## config.mk

```make
export PLATFORM = sky130hd
export DESIGN_NAME = spi_scale
export DESIGN_NICKNAME = d
export VERILOG_FILES = /design/src/rtl/spi_pkg.sv /design/src/rtl/spi_scale.sv
export SDC_FILE = /design/constraint.sdc
export NUM_CORES = 2
export LEC_CHECK = 0
export ABC_CLOCK_PERIOD_IN_PS = 4370
export CAP_MARGIN = 30
export CORE_UTILIZATION = 65
export DETAILED_ROUTE_END_ITERATION = 8
export DONT_BUFFER_PORTS = 1
export GPL_TIMING_DRIVEN = 1
export MAX_ROUTING_LAYER = met4
export PLACE_DENSITY = 0.82
export SLEW_MARGIN = 20
export SYNTH_ARGS = -nofsm -noshare
export SYNTH_HDL_FRONTEND = slang
export SYNTH_SLANG_ARGS = --single-unit
export TNS_END_PERCENT = 50
```

## constraint.sdc

```tcl
create_clock -name clk_i -period 4.37 [get_ports clk_i]
set_input_delay 0.874 -clock clk_i [delete_from_list [all_inputs] [get_ports clk_i]]
set_output_delay 0.874 -clock clk_i [all_outputs]
set_load 0.005 [all_outputs]
```

## src/rtl/spi_pkg.sv

```systemverilog
`timescale 1ns / 1ps
// ----------------------------------------------------------------------------
// spi_pkg
// shared widths, codes and payload types of the segment/plane intersector
// ----------------------------------------------------------------------------
package spi_pkg;

  localparam int CoordW = 32;
  localparam int FracW  = 16;
  localparam int UW     = FracW + 1;
  localparam int DiffW  = CoordW + 1;
  localparam int ProdW  = CoordW + DiffW;
  localparam int DotW   = ProdW + 2;
  localparam int NumRegs = 6;
  localparam int IdxW   = 3;

  typedef enum logic [1:0] {
    ST_HIT      = 2'd0,
    ST_PARALLEL = 2'd1,
    ST_MISS     = 2'd2
  } status_e;

  typedef enum logic [IdxW-1:0] {
    REG_PX = 3'd0,
    REG_PY = 3'd1,
    REG_PZ = 3'd2,
    REG_NX = 3'd3,
    REG_NY = 3'd4,
    REG_NZ = 3'd5
  } reg_idx_e;

  typedef struct packed {
    logic signed [CoordW-1:0] seg_start_x;
    logic signed [CoordW-1:0] seg_start_y;
    logic signed [CoordW-1:0] seg_start_z;
    logic signed [CoordW-1:0] seg_end_x;
    logic signed [CoordW-1:0] seg_end_y;
    logic signed [CoordW-1:0] seg_end_z;
  } seg_t;

  typedef struct packed {
    status_e                  status;
    logic [UW-1:0]            param_u;
    logic signed [CoordW-1:0] hit_x;
    logic signed [CoordW-1:0] hit_y;
    logic signed [CoordW-1:0] hit_z;
  } res_t;

  typedef struct packed {
    logic signed [CoordW-1:0] px;
    logic signed [CoordW-1:0] py;
    logic signed [CoordW-1:0] pz;
    logic signed [CoordW-1:0] nx;
    logic signed [CoordW-1:0] ny;
    logic signed [CoordW-1:0] nz;
  } plane_t;

  // stage control type with advance and valid flags
  typedef struct packed {
    logic adv;
    logic vld;
  } stage_ctl_t;

endpackage

```

## src/rtl/spi_scale.sv

```systemverilog
`timescale 1ns / 1ps
// ----------------------------------------------------------------------------
// spi_scale
// hit point: multiply stage, then floor shift and add stage
// ----------------------------------------------------------------------------
module spi_scale (
  input  logic                              clk_i,
  input  logic                              rst_ni,
  input  logic                              adv_i,
  input  logic                              vld_i,
  input  logic                              hit_i,
  input  spi_pkg::status_e                  status_i,
  input  logic [spi_pkg::UW-1:0]            u_i,
  input  logic signed [spi_pkg::CoordW-1:0] sx_i, sy_i, sz_i,
  input  logic signed [spi_pkg::DiffW-1:0]  dx_i, dy_i, dz_i,
  output logic                              vld_o,
  output spi_pkg::res_t                     res_o
);
  localparam int MW = spi_pkg::DiffW + spi_pkg::UW + 1;
  localparam int CW = spi_pkg::CoordW;
  localparam int FW = spi_pkg::FracW;

  logic v1_q, v2_q, h1_q;
  spi_pkg::status_e st1_q;
  logic [spi_pkg::UW-1:0] u1_q;
  logic signed [CW-1:0] s1x_q, s1y_q, s1z_q;
  logic signed [MW-1:0] mx_q, my_q, mz_q;
  logic signed [MW-1:0] ux;

  assign ux = MW'({1'b0, u_i});

  always_ff @(posedge clk_i or negedge rst_ni) begin
    if (!rst_ni) begin
      v1_q <= 1'b0;
      v2_q <= 1'b0;
    end else if (adv_i) begin
      v1_q <= vld_i;
      v2_q <= v1_q;
    end
  end

  always_ff @(posedge clk_i) begin
    if (adv_i) begin
      h1_q  <= hit_i;
      st1_q <= status_i;
      u1_q  <= u_i;
      s1x_q <= sx_i; s1y_q <= sy_i; s1z_q <= sz_i;
      mx_q <= MW'(dx_i) * ux;
      my_q <= MW'(dy_i) * ux;
      mz_q <= MW'(dz_i) * ux;
      // arithmetic shift gives floor toward minus infinity
      res_o.status  <= st1_q;
      res_o.param_u <= h1_q ? u1_q : '0;
      res_o.hit_x   <= h1_q ? s1x_q + CW'(mx_q >>> FW) : '0;
      res_o.hit_y   <= h1_q ? s1y_q + CW'(my_q >>> FW) : '0;
      res_o.hit_z   <= h1_q ? s1z_q + CW'(mz_q >>> FW) : '0;
    end
  end

  assign vld_o = v2_q;
endmodule

```

==> flow_metrics.tcl <==
set metrics [dict create \
    status "complete, but fails checks" \
    cts.path.max_buffers 3 \
    dp_hpwl_um 125400 \
    synth_seq_cells 329 \
    crit_fanout 100 \
    slew_headroom_pct 44.37 \
    yosysWarnings 0 \
    synth_cells 7245 \
    cpLargestDelayFamily "adder cells" \
    clk_latency_ns 0.65 \
    worst_ep_required_time_ns 4.76 \
    grt_usage_pct 33.84 \
    syn_nets 9432 \
    drtIter0Drc 3139 \
    synthFlopType "edfxtp_1" \
    path_cells "and2_4, fa_1, inv_2, fa_1, inv_1, fa_1, fa_1, fa_1, inv_1, fa_1, inv_2, ha_4, a21o_1, a21o_1, a21o_1, a21oi_2, a21o_1, a211oi_4, a2111oi_4, or4_4, a21oi_4, nand4_1, nor3b_2" \
    core.rowCount 119 \
    hold_slack_ns 0.3031 \
    avgSynthCellArea_sq_um 9.632 \
    totalWireLength_um 168100 \
    rsz0062_at_grt "true" \
    final_antenna_net_count 0 \
    die_h_um 329.7 \
    vias 48764 \
    grt_pass1_wl_um 279800 \
    cap_violations 0 \
    cp-end-kind "flip-flop" \
    vias_per_cell 5.570 \
    die-width_um 329.7 \
    ys_seq_area_share_pct 14.14 \
    dp.cells 8646 \
    worstMarginPinSlew_ns 0.8344 \
    multiInputGateArea_sq_um 52910 \
    ctsRootBufferMaster "clkbuf_16" \
    cts.sink_count 329 \
    arrival_ns 6.83 \
    ys_async_sr_fraction_pct 0.6079 \
    ys_types 69 \
    cts_buffers 40 \
    ios 335 \
    grt_max_degree 330 \
    cts_tree "yes" \
    syn_to_final_growth_pct 8.038 \
    synth_top_area_share_pct 44.32 \
    finalSetupViolCount 96 \
    start_util_pct 65.92 \
    synthTopCellsByArea "fa_1, edfxtp_1, inv_1, and2_1, ha_1" \
    critical_path.most_common_cell "fa_1" \
    path_buf_inv 4 \
    hold_class "primary input to flip-flop" \
    final_cells 8755 \
    place_congestion 0.9328 \
    fin_tns_setup_ns -146.20 \
    antenna_found_initial 7 \
    clkTransAtPathRegs_ns 0.07 \
    regArea_sq_um 9869 \
    post-route-min-period_ns 6.446 \
    syn_area_sq_um 69780 \
    synth.cells.most_frequent "inv_1, fa_1, and2_1" \
    coreArea_sq_um 105900 \
    path_class "primary input to flip-flop" \
    skew_ns 0.02776 \
    wl_per_cell_um 19.20 \
    post_route_cells_drive_above_1_share_pct 8.184 \
    hold_viol 0 \
    timing.final.ws_setup_ns -2.076 \
    synth_edf_count 327 \
    first_global_vias 55273 \
    synth.most_common_cell "inv_1" \
    drt_pre_antenna_iters 5 \
    startpoint_type "primary input" \
    io_buffers 0 \
    slew_viol_final 0 \
    max_freq_mhz 155.1 \
    globalRouteOverflowTotal 0 \
    synth_top_area_cell "fa_1" \
    num-nets-final 9513 \
    htreeDepth 2 \
    violations "negative setup slack" \
    slowest_delay_ns 0.54 \
    nFillCells 7355 \
    drc 0 \
    place_ws_ns -2.550 \
    die_area_sq_um 108700 \
    critPathSlowestCell "fa_1" \
    fin_crit_sh_pct 147.5 \
]
## layer usage
metal  vias up  wire length (um)  GRT usage, %
li1      21381                 -             -
met1     24748             61980         40.12
met2      2117             84880         57.14
met3       518             14540         6.522
met4         0              6725         13.00
met5         -                 0             -
## metrics by stage
step | cell area [sq um] | utilization (%)
floorplan | 70710 | -
global placement | 73200 | 69.14
detailed placement | 73200 | 69.14
CTS | 75050 | 70.90
global route | 75390 | 71.21
finish | 75390 | 71.22
## worst reg2reg max path: cells and delay by family, from the launching register on
| kind | cells | cell delay, ns |
|---|---|---|
| flops | 1 | 0.46 |
| xor+xnor | 1 | 0.20 |
| compound gates | 8 | 1.44 |
| buf+inv | 4 | 0.64 |
| fa+ha+maj | 2 | 0.68 |
| simple gates | 2 | 0.32 |
## registers in the layout, indices dropped and copies added (netlist names), 17 cells and up
| signal | count |
|---|---|
| my_q | 32 |
| s1y_q | 32 |
| s1z_q | 32 |
| mz_q | 32 |
| res_o | 115 |
| u1_q | 17 |
| mx_q | 32 |
| s1x_q | 32 |
## layout by cell type, fill, tap and decap left out, types with 19 or more instances in the layout
cell type  instances
inv_1           1842
a21o_1            68
nor2_1           142
ha_4              24
a21oi_1           99
fa_1            1526
o21ai_0           34
xor2_1            61
o21ai_1           31
inv_2             19
fa_2              19
a21oi_2           35
xnor2_1          125
nand2_1          805
edfxtp_1         327
o21a_1            26
nand4_1           20
nor2b_1           28
nor3_1            42
buf_4            319
nand2b_1          26
clkbuf_16         40
ha_1             397
and2_1           959
nand3_1           20
## kinds of logic after synthesis
family          synth area share, %
xor+xnor                      2.422
simple gates                  15.81
buf+inv                       11.62
fa+ha+maj                     51.91
flops                         14.14
compound gates                3.955
mux                          0.1470
## cell type report
type                       instances  area share, %
clock buffer                      49          1.386
inverter                        1862          9.272
sequential                       329          13.09
timing repair buffer             337          3.455
antenna                            8        0.02655
clock inverter                    23         0.2854
tap                             1391          2.308
multi-input combinational       4756          70.18
## worst paths after layout
kind	from	endpoint	slack [ns]	cells past startpoint
max	u_i[12]	my_q[47]$_DFFE_PP_	-2.08	23
min	sy_i[14]	s1y_q[14]$_DFFE_PP_	0.30	0
max reg2reg	mz_q[16]$_DFFE_PP_	res_o[30]$_SDFFCE_PN0P_	0.35	17
min reg2reg	st1_q[1]$_DFFE_PP_	res_o[114]$_DFFE_PP_	0.42	0
max in group asynchronous	rst_ni	vld_o$_DFFE_PN0P_	3.80	1
min in group asynchronous	rst_ni	v1_q$_DFFE_PN0P_	0.45	1
## what timing repair did
item	4_1_cts	5_1_grt
setup endpoints to repair	96	96
hold buffers	1	0
setup buffers	16	18
pin swaps	78	53
hold endpoints to repair	2	0
resized for setup	122	60
Power is left out: the tool's default activity adds up to more than one toggle a clock period on the data nets, which glitch-free logic cannot reach.
